## config.mk

```make
export PLATFORM = sky130hd
export DESIGN_NAME = touch_serial_frame_decoder
export DESIGN_NICKNAME = d
export VERILOG_FILES = /design/src/hw/rtl/tsfd_pkg.sv /design/src/hw/rtl/tsfd_front.sv /design/src/hw/rtl/tsfd_queue.sv /design/src/hw/rtl/tsfd_back.sv /design/src/hw/rtl/touch_serial_frame_decoder.sv
export SDC_FILE = /design/constraint.sdc
export NUM_CORES = 1
export LEC_CHECK = 0
export BUFFER_PORTS_ARGS = -buffer_cell sky130_fd_sc_hd__buf_2
export CORE_MARGIN = 8
export CORE_UTILIZATION = 32
export CTS_BUF_LIST = sky130_fd_sc_hd__clkbuf_2 sky130_fd_sc_hd__clkbuf_4 sky130_fd_sc_hd__clkbuf_8
export CTS_CLUSTER_DIAMETER = 120
export DETAILED_ROUTE_END_ITERATION = 10
export SLEW_MARGIN = 20
export SYNTH_ARGS = -nofsm -noshare
export SYNTH_HDL_FRONTEND = slang
export SYNTH_SLANG_ARGS = --single-unit
```

## constraint.sdc

```tcl
create_clock -name clk -period 6.94 [get_ports clk]
set_input_delay 1.735 -clock clk [delete_from_list [all_inputs] [get_ports clk]]
set_output_delay 1.735 -clock clk [all_outputs]
set_load 0.01 [all_outputs]
```

## src/hw/rtl/tsfd_pkg.sv

```systemverilog
package tsfd_pkg;

    // Frame layout
    localparam int unsigned FRAME_LEN = 7;
    localparam int unsigned IDX_W     = 3;
    localparam int unsigned WORD_W    = 8 * FRAME_LEN;

    localparam logic [7:0] IDLE_ACK     = 8'h4D;
    localparam logic [7:0] VERSION_HEAD = 8'h80;

    // Last byte position of a frame
    localparam logic [IDX_W-1:0] LAST_IDX = IDX_W'(FRAME_LEN - 1);

    // Input commands
    localparam logic [1:0] CMD_BYTE    = 2'd0;
    localparam logic [1:0] CMD_VERSION = 2'd1;
    localparam logic [1:0] CMD_IDLE    = 2'd2;

    // Result kinds, also used as job type in the queue
    localparam logic [1:0] KIND_POS     = 2'd0;
    localparam logic [1:0] KIND_VERSION = 2'd1;
    localparam logic [1:0] KIND_IDLE    = 2'd2;

    // Register map (word index)
    localparam logic [1:0] REG_LOCK   = 2'd0;
    localparam logic [1:0] REG_XLIMIT = 2'd1;
    localparam logic [1:0] REG_YLIMIT = 2'd2;

    localparam logic [15:0] XLIMIT_RST = 16'd6144;
    localparam logic [15:0] YLIMIT_RST = 16'd8192;

    // Job queue
    localparam int unsigned QDEPTH = 2;
    localparam int unsigned QPTR_W = 1;
    localparam int unsigned QCNT_W = 2;

    // One job from front to back: type plus the seven frame bytes
    typedef struct packed {
        logic [1:0]        jtype;
        logic [WORD_W-1:0] frame;
    } job_t;

    // Coordinate limits seen by the back end
    typedef struct packed {
        logic [15:0] x_limit;
        logic [15:0] y_limit;
    } limits_t;

endpackage

```

## src/hw/rtl/tsfd_front.sv

```systemverilog
module tsfd_front
    import tsfd_pkg::*;
(
    input  logic       clk,
    input  logic       rst_n,
    input  logic       accept,
    input  logic [1:0] command,
    input  logic [7:0] rx_byte,
    input  logic       lock_enable,
    output logic       push,
    output job_t       push_job
);

    logic [IDX_W-1:0] idx_reg, idx_next;
    logic             ver_pend_reg, ver_pend_next;
    logic             idle_wait_reg, idle_wait_next;
    logic [7:0]       frame_reg [0:FRAME_LEN-2];
    logic             wr_en;
    logic [IDX_W-1:0] wr_idx;

    // Framing and command decode
    always_comb
    begin
        idx_next       = idx_reg;
        ver_pend_next  = ver_pend_reg;
        idle_wait_next = idle_wait_reg;
        wr_en          = 1'b0;
        wr_idx         = idx_reg;
        push           = 1'b0;
        push_job.jtype = KIND_POS;
        push_job.frame = {frame_reg[0], frame_reg[1], frame_reg[2], frame_reg[3],
                          frame_reg[4], frame_reg[5], rx_byte};
        if (accept)
        begin
            unique case (command)
                CMD_VERSION: ver_pend_next = 1'b1;
                CMD_IDLE:    idle_wait_next = 1'b1;
                CMD_BYTE:
                begin
                    if (!lock_enable)
                    begin
                        if (idle_wait_reg && rx_byte == IDLE_ACK)
                        begin
                            idle_wait_next = 1'b0;
                            push           = 1'b1;
                            push_job.jtype = KIND_IDLE;
                        end
                        else if (rx_byte[7])
                        begin
                            // start byte opens a new frame wherever we are
                            wr_en    = 1'b1;
                            wr_idx   = '0;
                            idx_next = IDX_W'(1);
                        end
                        else if (idx_reg == LAST_IDX)
                        begin
                            // last byte completes the frame
                            idx_next = '0;
                            push     = 1'b1;
                            if (ver_pend_reg && frame_reg[0] == VERSION_HEAD)
                            begin
                                ver_pend_next  = 1'b0;
                                push_job.jtype = KIND_VERSION;
                            end
                        end
                        else if (idx_reg != '0)
                        begin
                            wr_en    = 1'b1;
                            idx_next = idx_reg + IDX_W'(1);
                        end
                    end
                end
                default: ;
            endcase
        end
    end

    always_ff @(posedge clk or negedge rst_n)
    begin
        if (!rst_n)
        begin
            idx_reg       <= '0;
            ver_pend_reg  <= 1'b0;
            idle_wait_reg <= 1'b0;
        end
        else
        begin
            idx_reg       <= idx_next;
            ver_pend_reg  <= ver_pend_next;
            idle_wait_reg <= idle_wait_next;
        end
    end

    // Frame byte storage, last byte is taken live
    always_ff @(posedge clk)
    begin
        for (int i = 0; i < FRAME_LEN - 1; i++)
        begin
            if (wr_en && wr_idx == IDX_W'(i))
            begin
                frame_reg[i] <= rx_byte;
            end
        end
    end

endmodule

```

## src/hw/rtl/tsfd_queue.sv

```systemverilog
module tsfd_queue
    import tsfd_pkg::*;
(
    input  logic clk,
    input  logic rst_n,
    input  logic push,
    input  job_t push_job,
    output logic full,
    input  logic pop,
    output logic head_valid,
    output job_t head_job
);

    job_t              entry_reg [0:QDEPTH-1];
    logic [QPTR_W-1:0] wptr_reg, wptr_next;
    logic [QPTR_W-1:0] rptr_reg, rptr_next;
    logic [QCNT_W-1:0] cnt_reg, cnt_next;
    logic              do_push, do_pop;

    assign full       = (cnt_reg == QCNT_W'(QDEPTH));
    assign head_valid = (cnt_reg != '0);
    assign head_job   = entry_reg[rptr_reg];
    assign do_push    = push && !full;
    assign do_pop     = pop && head_valid;

    // Pointer and fill count update
    always_comb
    begin
        wptr_next = wptr_reg;
        rptr_next = rptr_reg;
        cnt_next  = cnt_reg;
        if (do_push)
        begin
            wptr_next = (wptr_reg == QPTR_W'(QDEPTH - 1)) ? '0 : wptr_reg + QPTR_W'(1);
        end
        if (do_pop)
        begin
            rptr_next = (rptr_reg == QPTR_W'(QDEPTH - 1)) ? '0 : rptr_reg + QPTR_W'(1);
        end
        if (do_push && !do_pop)
        begin
            cnt_next = cnt_reg + QCNT_W'(1);
        end
        else if (do_pop && !do_push)
        begin
            cnt_next = cnt_reg - QCNT_W'(1);
        end
    end

    always_ff @(posedge clk or negedge rst_n)
    begin
        if (!rst_n)
        begin
            wptr_reg <= '0;
            rptr_reg <= '0;
            cnt_reg  <= '0;
        end
        else
        begin
            wptr_reg <= wptr_next;
            rptr_reg <= rptr_next;
            cnt_reg  <= cnt_next;
        end
    end

    always_ff @(posedge clk)
    begin
        if (do_push)
        begin
            entry_reg[wptr_reg] <= push_job;
        end
    end

endmodule

```

## src/hw/rtl/tsfd_back.sv

```systemverilog
module tsfd_back
    import tsfd_pkg::*;
(
    input  logic          clk,
    input  logic          rst_n,
    input  logic          head_valid,
    input  job_t          head_job,
    output logic          pop,
    input  limits_t       limits,
    output logic          result_valid,
    input  logic          result_ready,
    output logic [1:0]    kind,
    output logic          touching,
    output logic [15:0]   x_pos,
    output logic [15:0]   y_pos,
    output logic [9:0]    pressure,
    output logic [WORD_W-1:0] version_word
);

    logic [7:0]  b0, b1, b2, b3, b4, b5, b6;
    logic [15:0] raw_x, raw_y;
    logic [9:0]  pres;
    logic        in_range, emit;
    logic        touch_val;
    logic        pen_reg, pen_next;
    logic        valid_reg, valid_next;
    logic [1:0]  kind_reg;
    logic        touch_reg;
    logic [15:0] x_reg, y_reg;
    logic [9:0]  pres_reg;
    logic [WORD_W-1:0] word_reg;

    assign {b0, b1, b2, b3, b4, b5, b6} = head_job.frame;

    // Unpack raw fields, bit fields overlap on purpose
    assign raw_x = {b1[6:0], 9'b0} | {6'b0, b2, 2'b0} | {13'b0, b6[7:5]};
    assign raw_y = {b3[6:0], 9'b0} | {6'b0, b4, 2'b0} | {14'b0, b6[4:3]};
    assign pres  = {2'b0, b5} | {b6[2:0], 7'b0};
    assign in_range = (raw_x <= limits.x_limit) && (raw_y <= limits.y_limit);

    // Output register frees up when empty or being taken
    assign pop = head_valid && (!valid_reg || result_ready);

    // Report rules
    always_comb
    begin
        emit      = 1'b0;
        touch_val = 1'b0;
        pen_next  = pen_reg;
        unique case (head_job.jtype)
            KIND_VERSION: emit = 1'b1;
            KIND_IDLE:    emit = 1'b1;
            KIND_POS:
            begin
                if (in_range)
                begin
                    if (b0[0] && pres != '0)
                    begin
                        emit      = 1'b1;
                        touch_val = 1'b1;
                        pen_next  = 1'b0;
                    end
                    else if (!b0[0] && pres == '0)
                    begin
                        emit = 1'b1;
                    end
                    else if (b0[0] && !pen_reg)
                    begin
                        emit     = 1'b1;
                        pen_next = 1'b1;
                    end
                end
            end
            default: ;
        endcase
        if (!pop)
        begin
            pen_next = pen_reg;
        end
    end

    always_comb
    begin
        if (pop)
        begin
            valid_next = emit;
        end
        else
        begin
            valid_next = valid_reg && !result_ready;
        end
    end

    always_ff @(posedge clk or negedge rst_n)
    begin
        if (!rst_n)
        begin
            pen_reg   <= 1'b0;
            valid_reg <= 1'b0;
        end
        else
        begin
            pen_reg   <= pen_next;
            valid_reg <= valid_next;
        end
    end

    // Result payload
    always_ff @(posedge clk)
    begin
        if (pop)
        begin
            kind_reg  <= head_job.jtype;
            touch_reg <= touch_val;
            if (head_job.jtype == KIND_POS)
            begin
                x_reg    <= limits.x_limit - raw_x;
                y_reg    <= limits.y_limit - raw_y;
                pres_reg <= touch_val ? pres : '0;
            end
            else
            begin
                x_reg    <= '0;
                y_reg    <= '0;
                pres_reg <= '0;
            end
            word_reg <= (head_job.jtype == KIND_VERSION) ? head_job.frame : '0;
        end
    end

    assign result_valid = valid_reg;
    assign kind         = kind_reg;
    assign touching     = touch_reg;
    assign x_pos        = x_reg;
    assign y_pos        = y_reg;
    assign pressure     = pres_reg;
    assign version_word = word_reg;

endmodule

```

## src/hw/rtl/touch_serial_frame_decoder.sv

```systemverilog
// A word that completes a report enters the job queue at the accepting edge and
// reaches the output register once that register is empty or being taken.
// Throughput: one word per cycle; a two-entry job queue decouples framing from
// report decode, so the input stalls only when the queue is full.
// Reset (rst_n low, asynchronous): framing index, flags, queue and output valid
// clear; lock off, x_limit 6144, y_limit 8192.
module touch_serial_frame_decoder
    import tsfd_pkg::*;
(
    input  logic        clk,
    input  logic        rst_n,
    input  logic        psel,
    input  logic        penable,
    input  logic        pwrite,
    input  logic [3:0]  paddr,
    input  logic [31:0] pwdata,
    output logic [31:0] prdata,
    output logic        pready,
    input  logic        item_valid,
    output logic        item_ready,
    input  logic [1:0]  command,
    input  logic [7:0]  rx_byte,
    output logic        result_valid,
    input  logic        result_ready,
    output logic [1:0]  kind,
    output logic        touching,
    output logic [15:0] x_pos,
    output logic [15:0] y_pos,
    output logic [9:0]  pressure,
    output logic [55:0] version_word
);

    logic        lock_reg;
    logic [15:0] xlim_reg, ylim_reg;
    logic        cfg_wr;
    logic        accept;
    logic        push, full, pop, head_valid;
    job_t        push_job, head_job;
    limits_t     limits;

    // Configuration registers
    assign pready = 1'b1;
    assign cfg_wr = psel && penable && pwrite;

    always_ff @(posedge clk or negedge rst_n)
    begin
        if (!rst_n)
        begin
            lock_reg <= 1'b0;
            xlim_reg <= XLIMIT_RST;
            ylim_reg <= YLIMIT_RST;
        end
        else if (cfg_wr)
        begin
            unique case (paddr[3:2])
                REG_LOCK:   lock_reg <= pwdata[0];
                REG_XLIMIT: xlim_reg <= pwdata[15:0];
                REG_YLIMIT: ylim_reg <= pwdata[15:0];
                default: ;
            endcase
        end
    end

    always_comb
    begin
        unique case (paddr[3:2])
            REG_LOCK:   prdata = {31'b0, lock_reg};
            REG_XLIMIT: prdata = {16'b0, xlim_reg};
            REG_YLIMIT: prdata = {16'b0, ylim_reg};
            default:    prdata = '0;
        endcase
    end

    assign limits.x_limit = xlim_reg;
    assign limits.y_limit = ylim_reg;

    // Front end takes a word whenever the queue has room
    assign item_ready = !full;
    assign accept     = item_valid && item_ready;

    tsfd_front u_front (
        .clk         (clk),
        .rst_n       (rst_n),
        .accept      (accept),
        .command     (command),
        .rx_byte     (rx_byte),
        .lock_enable (lock_reg),
        .push        (push),
        .push_job    (push_job)
    );

    tsfd_queue u_queue (
        .clk        (clk),
        .rst_n      (rst_n),
        .push       (push),
        .push_job   (push_job),
        .full       (full),
        .pop        (pop),
        .head_valid (head_valid),
        .head_job   (head_job)
    );

    tsfd_back u_back (
        .clk          (clk),
        .rst_n        (rst_n),
        .head_valid   (head_valid),
        .head_job     (head_job),
        .pop          (pop),
        .limits       (limits),
        .result_valid (result_valid),
        .result_ready (result_ready),
        .kind         (kind),
        .touching     (touching),
        .x_pos        (x_pos),
        .y_pos        (y_pos),
        .pressure     (pressure),
        .version_word (version_word)
    );

endmodule

```

Yosys cells after proc, flatten, opt, wreduce, memory -nomap -nowiden
Memory sizes are Yosys's and may differ from the RTL's.
Index checks and enable logic that the tools add are counted.
{"block": "word_totals", "mem_bits_rw": 164, "mem_bits_ro": 0, "in_bits": 53, "wordCells": 196, "latchBits": 0, "ff_bits": 145, "mem_count": 2}
{"block": "classes", "add_sub_neg": 7, "n_bitwise": 7, "mul": 0, "order_cmp": 2, "div": 0, "reduce_logical": 56, "eq_ne": 22, "shift": 0, "mux": 83}
{"name": "u_queue.entry_reg", "words": 2, "width": 58, "rd": 1, "rd_ports_with_merged_regs": 0, "write_ports": 1, "line": "tsfd_queue.sv:14", "text": "job_t entry_reg [0:QDEPTH-1];"}
{"name": "u_front.frame_reg", "words": 6, "width": 8, "rd": 6, "rd_ports_with_merged_regs": 0, "write_ports": 1, "line": "tsfd_front.sv:17", "text": "logic [7:0] frame_reg [0:FRAME_LEN-2];"}
{"cell": "$mux W1", "count": 53}
{"cell": "$pmux W16 S3", "count": 1}
{"cell": "$mux W8", "count": 5}
{"cell": "$reduce_or A8 Y1", "count": 5}
{"cell": "$mux W3", "count": 13}
{"cell": "$le A16 B16 Y1", "count": 2}
{"cell": "$or A16 B10 Y16", "count": 2}
{"cell": "$sub A16 B16 Y16", "count": 2}
{"cell": "$logic_and A1 B1 Y1", "count": 21}
{"cell": "$mux W2", "count": 8}
{"cell": "$or A16 B2 Y16", "count": 1}
{"cell": "$or A16 B3 Y16", "count": 1}
{"cell": "$logic_not A10 Y1", "count": 1}
{"cell": "$or A8 B10 Y10", "count": 1}
{"cell": "$reduce_and A5 Y1", "count": 2}
{"cell": "$reduce_bool A10 Y1", "count": 1}
{"cell": "$reduce_bool A2 Y1", "count": 5}
{"cell": "$eq A3 B3 Y1 const B", "count": 3}
{"cell": "$eq A2 B2 Y1 const B", "count": 4}
{"cell": "$eq A8 B7 Y1 const B", "count": 1}
{"cell": "$eq A8 B8 Y1 const B", "count": 1}
{"cell": "$ne A2 B1 Y1 const B", "count": 4}
{"cell": "$reduce_and A2 Y1", "count": 4}
{"cell": "$logic_not A1 Y1", "count": 7}
{"cell": "17 further kinds", "count": 29}

Logic depth before layout (Yosys ltp)
{"block": "logic_depth", "word_depth": 17, "mapped_depth": 14, "ltp_nobuf": 11}

Cells and area by module
From an unflattened synthesis, not the netlist that was laid out.
{"block": "unflattened", "hier_cells": 892, "area_unflattened_um2": 13497.9}
{"mod": "tsfd_back", "cells_per_inst": 468, "n_inst": 1, "area_per_inst_um2": 5496.5}
{"mod": "tsfd_queue", "cells_per_inst": 200, "n_inst": 1, "area_per_inst_um2": 4429.2}
{"mod": "tsfd_front", "cells_per_inst": 108, "n_inst": 1, "area_per_inst_um2": 1968.1}
{"mod": "touch_serial_frame_decoder", "cells_per_inst": 116, "n_inst": 1, "area_per_inst_um2": 1604.0}

Worst setup path before layout
OpenSTA, ideal clock, no wires.
{"block": "synth_path", "path_type": "input -> register", "from": "input port command[1]", "to": "memory u_queue.entry_reg[0][0] (netlist name) (enable)", "setup_slack_ns": 1.303, "arrival_time_ns": 5.156, "path_stages": 3, "n_path_buf": 0, "required_ns": 6.459, "cell_sequence": "or4_1 -> a21oi_1 -> nor2b_1"}
{"block": "synth_between", "elab_chain_len": 6}
{"item": "start, declared", "line": "touch_serial_frame_decoder.sv:21", "text": "input logic [1:0] command,"}
{"item": "$logic_not A2 Y1", "line": "tsfd_front.sv:35", "text": "unique case (command)"}
{"item": "$mux W1", "line": "tsfd_front.sv:35"}
{"item": "$mux W1", "line": "tsfd_front.sv:33", "text": "if (accept)"}
{"item": "$logic_and A1 B1 Y1", "line": "tsfd_queue.sv:23", "text": "assign do_push = push && !full;"}
{"item": "via u_queue.do_push", "line": "tsfd_queue.sv:18", "text": "logic do_push, do_pop;"}
{"item": "$mux W1", "line": "tsfd_queue.sv:68", "text": "if (do_push)"}
{"item": "$mux W1 (not written as such)", "line": "tsfd_queue.sv:70", "text": "entry_reg[wptr_reg] <= push_job;"}
{"item": "end, declared", "line": "tsfd_queue.sv:14"}
The timed path passes the listed nets, and every way through them passes these cells.

Worst setup path in the final report
{"block": "layout_path", "from": "input port paddr[3]", "to": "output port prdata[1]"}
{"block": "layout_between", "elab_chain_len": 2, "word_cells_on_any_way": 4, "classes_between": "eq/ne (2); mux (1); reduce/logical (1)"}
{"item": "start, declared", "line": "touch_serial_frame_decoder.sv:15", "text": "input logic [3:0] paddr,"}
{"item": "$eq A2 B2 Y1 (tied with other cells)", "line": "touch_serial_frame_decoder.sv:66", "text": "unique case (paddr[3:2])"}
{"item": "$pmux W16 S3 (*)", "line": "touch_serial_frame_decoder.sv:66"}
{"item": "end, declared", "line": "touch_serial_frame_decoder.sv:17", "text": "output logic [31:0] prdata,"}
Every way passes the cells marked *; elsewhere a longest branch is shown, timed or not.

==> parameters.txt <==
Parameter                              Value

Status
  Run status ... completed

Global routing
  Wire length of the first global-routing pass ... 47.55 mm
  GRT Total Usage ... 13.12%
  Maximum number of pins on one net before global-route repair ... 64
  Number of global-route vias before repair ... 7825
  Total global routing overflow ... 0
  Number of antenna violations at the first check in global routing ... 0

Drt
  # DRC ... 0
  Total number of vias ... 7586
  Number of design-rule violations left by the first detailed-router iteration ... roughly 440
  Total wire length after detailed routing ... 31.88 mm
  Router iterations before antenna repair ... 5
  ANT nets after route ... 0
  Average routed wire per standard cell ... 19.51 um
  Mean number of vias per cell ... 4.643

Power and ir drop
  Leakage ... 6.004 nW
  Switching power share of the total ... around 32%
  Sum of internal, switching and leakage power ... 0.006071 W
  Combinational Power Share ... between 20 and 30%
  Internal power ... 0.004122 W
  VDD IR-drop max ... 0.1619 mV
  Relative contribution of sequential cells to total power ... 44.6%
  Power density over the cells ... about 400 mW/mm^2
  Switching component of the power ... 0.001949 W
  Clock share of power ... 27.8%

Flow run
  Max-cap violations ... 0

Die
  Overall die area ... 0.04756 mm^2
  Die height ... 218.1 um
  Core Box Area ... 0.04055 mm^2
  Initial Utilization ... 32.23%
  Die span in x ... 218.1 um
  Number of top-level pins ... 189
  Std-Cell Rows ... 74

Logic synthesis
  Leading area contributor after synthesis ... edfxtp_1
  Distinct cells, synth ... 58
  Number of storage elements in the synthesis netlist ... between 300 and 400
  Predominant post-synthesis flop cell ... edfxtp_1
  Synth top area share ... 60.89%
  Async set or reset register ratio after synthesis ... around 14%
  Yosys warning count ... 0
  Sequential area share after synthesis ... 69.34%
  Leading cell types by total area after synthesis ... edfxtp_1 (61%), dfrtp_1 (7.9%), mux2i_1 (4.7%)
  Post-Syn Area ... around 0.013 mm^2
  Post-synth EDFFs ... 265
  Mean post-synth cell area ... 14.90 um^2
  Syn Inst Count ... a little under 900

STA
  Final worst clock skew ... 0.02527 ns
  Endpoints failing setup ... 0
  Worst Max-Slew Pin Slew ... 0.9429 ns
  Normalized max-slew margin ... 37.01%
  Unrepaired setup endpoints after global routing ... false
  Final clock period utilization by the worst path ... roughly 70%
  Final worst path period need ... 4.724 ns
  FMAX ... 0.2117 GHz
  Slew Limit Fails ... 0
  Final Hold Violating Endpoints ... 0
  Setup TNS ... 0 ns

Setup path
  Worst Reg-to-Reg Cells ... 11
  Launch point of the worst path ... paddr[3]
  Setup slack on the worst flop-to-flop path ... 2.42 ns
  CP Capture Type ... output port
  Largest fanout of any net on the critical path ... 16
  Kind of critical path ... in2out
  Data arrival time at the worst-slack endpoint ... 2.99 ns
  Worst R2R Start ... u_queue.rptr_reg
  Kind of start point of the critical path ... primary input
  Required time at the endpoint of the critical path ... 5.20 ns
  Crit Reg-Reg Endpoint ... u_back.pressure[3]

Worst hold path
  Origin of the worst min-delay path ... u_front.frame_reg[1][7]
  Cell count of the worst hold path ... 0
  Class of the most critical hold timing path ... reg2reg
  Worst Hold End ... u_queue.entry_reg[0][47]

Clocking
  Total clock buffers created by CTS ... 48
  Buffers inserted during post-CTS setup optimization ... 0
  Number of hold buffers added after CTS ... 0
  Clock tree from TritonCTS ... done
  Clock root cell ... clkbuf_8
  Clock transition at the registers of the reported paths ... 0.06 ns
  Maximum buffer depth of the clock tree ... 3
  Sinks on Clock Net ... 309
  Level count of the clock H-tree ... 2
  Post-cts resize count ... 0
  Clock insertion delay at the later pin of the skew report ... between 0.5 and 0.6 ns

Finish
  Multi-input gate area ... 0.003765 mm^2
  Number of filler instances in the final layout ... a little under 4000
  Final antenna diode count ... 0
  Storage cell area ... 0.009066 mm^2
  Largest register FFs ... 116
  Final-stage net count ... 1154
  Area added between synthesis and finish ... 18.60%
  Share of final-layout standard cells stronger than drive strength 1 ... between 20% and 30%

Placed design
  Post-detailed-placement half-perimeter wirelength ... 22.28 mm
  Port Buffers ... 153
  Final Wtd Congestion ... 0.8549
==> cells by family after synthesis <==
kind of cell | Yosys count | synth area share (%)
adders and majority gates | 38 | 3.753
DFF | 309 | 69.34
buffers and inverters | 60 | 2.470
other | 2 | 0.05747
AOI/OAI and AO/OA | 118 | 6.223
xor gates and xnor gates | 19 | 1.273
and+or+nand+nor | 238 | 9.450
muxes | 93 | 7.429
==> per-layer routing <==
layer / track usage, % / part of all wire [%]
met5: 0 / 0
met2: 21.35 / 48
met4: 5.352 / 3.3
met1: 16.70 / 44
met3: 3.055 / 4.9
==> per-stage QoR <==
stage,cells,util [%],hold slack (ns),setup WS (ns),cell area [um^2]
2_1_floorplan,892,-,0.4215,1.303,13130
3_3_place_gp,1545,35.54,0.4222,1.930,14410
3_5_place_dp,1545,35.54,0.4300,1.888,14410
4_1_cts,1634,38.21,0.4426,1.884,15490
5_1_grt,1634,38.22,0.4519,2.137,15500
6_report,1634,38.22,0.4411,2.216,15500
==> how the worst max path moves through the flow <==
stage,end,slack [ns],cells after the start
2_1_floorplan,u_queue.entry_reg[0][0],1.30,3
3_3_place_gp,prdata[6],1.93,4
3_5_place_dp,prdata[2],1.89,4
4_1_cts,prdata[1],1.88,4
5_1_grt,u_back.pressure[1],2.14,11
6_report,prdata[1],2.22,4
==> Yosys cell counts (5+ instances only) <==
cell type  count
edfxtp_1     265
nor2b_1       63
mux2i_1       61
nor2_1        56
nand2_1       42
dfrtp_1       41
ha_1          36
mux2_2        32
o21ai_0       27
a21oi_1       25
clkbuf_1      21
buf_4         17
a22o_1        16
nor3_1        16
inv_1         14
nand2b_1      12
a21o_1        10
nand3_1       10
nor4_1        10
xnor2_1       10
xor2_1         9
o21a_1         7
and2_1         6
o31ai_1        6
a211oi_1       5
nor3b_1        5
==> cell type report <==
type,instances,share of cell area [%]
Tap cell,532,4.294
Clock buffer,60,4.884
Sequential cell,309,58.49
Clock inverter,29,2.091
Timing Repair Buffer,166,5.570
Inverter,15,0.3794
Multi-Input combinational cell,523,24.29
==> power by group through the flow <==
stage / Combinational [W] / Clock [W] / Sequential, W
floorplan: 0.000976 / 0 / 0.00282
global placement: 0.00169 / 0 / 0.00275
detailed placement: 0.00171 / 0 / 0.00275
CTS: 0.00172 / 0.00174 / 0.00272
global route: 0.00186 / 0.00182 / 0.00276
finish: 0.00168 / 0.00169 / 0.00271
==> placed cells by master (no fill, tap or decap), types with 17 or more instances in the layout <==
cell type	n
nand2_1	42
dfrtp_1	40
o21ai_0	27
edfxtp_1	265
mux2_2	32
a21oi_1	25
ha_1	36
clkbuf_8	49
buf_2	153
nor2b_1	60
conb_1	17
nor2_1	56
mux2i_1	61
==> critical path, stage by stage <==
cell	delay, ns
buf_2	0.14
nor2b_2	0.66
a22o_1	0.29
buf_2	0.15
Note: power is estimated with default switching activity, not from simulation.
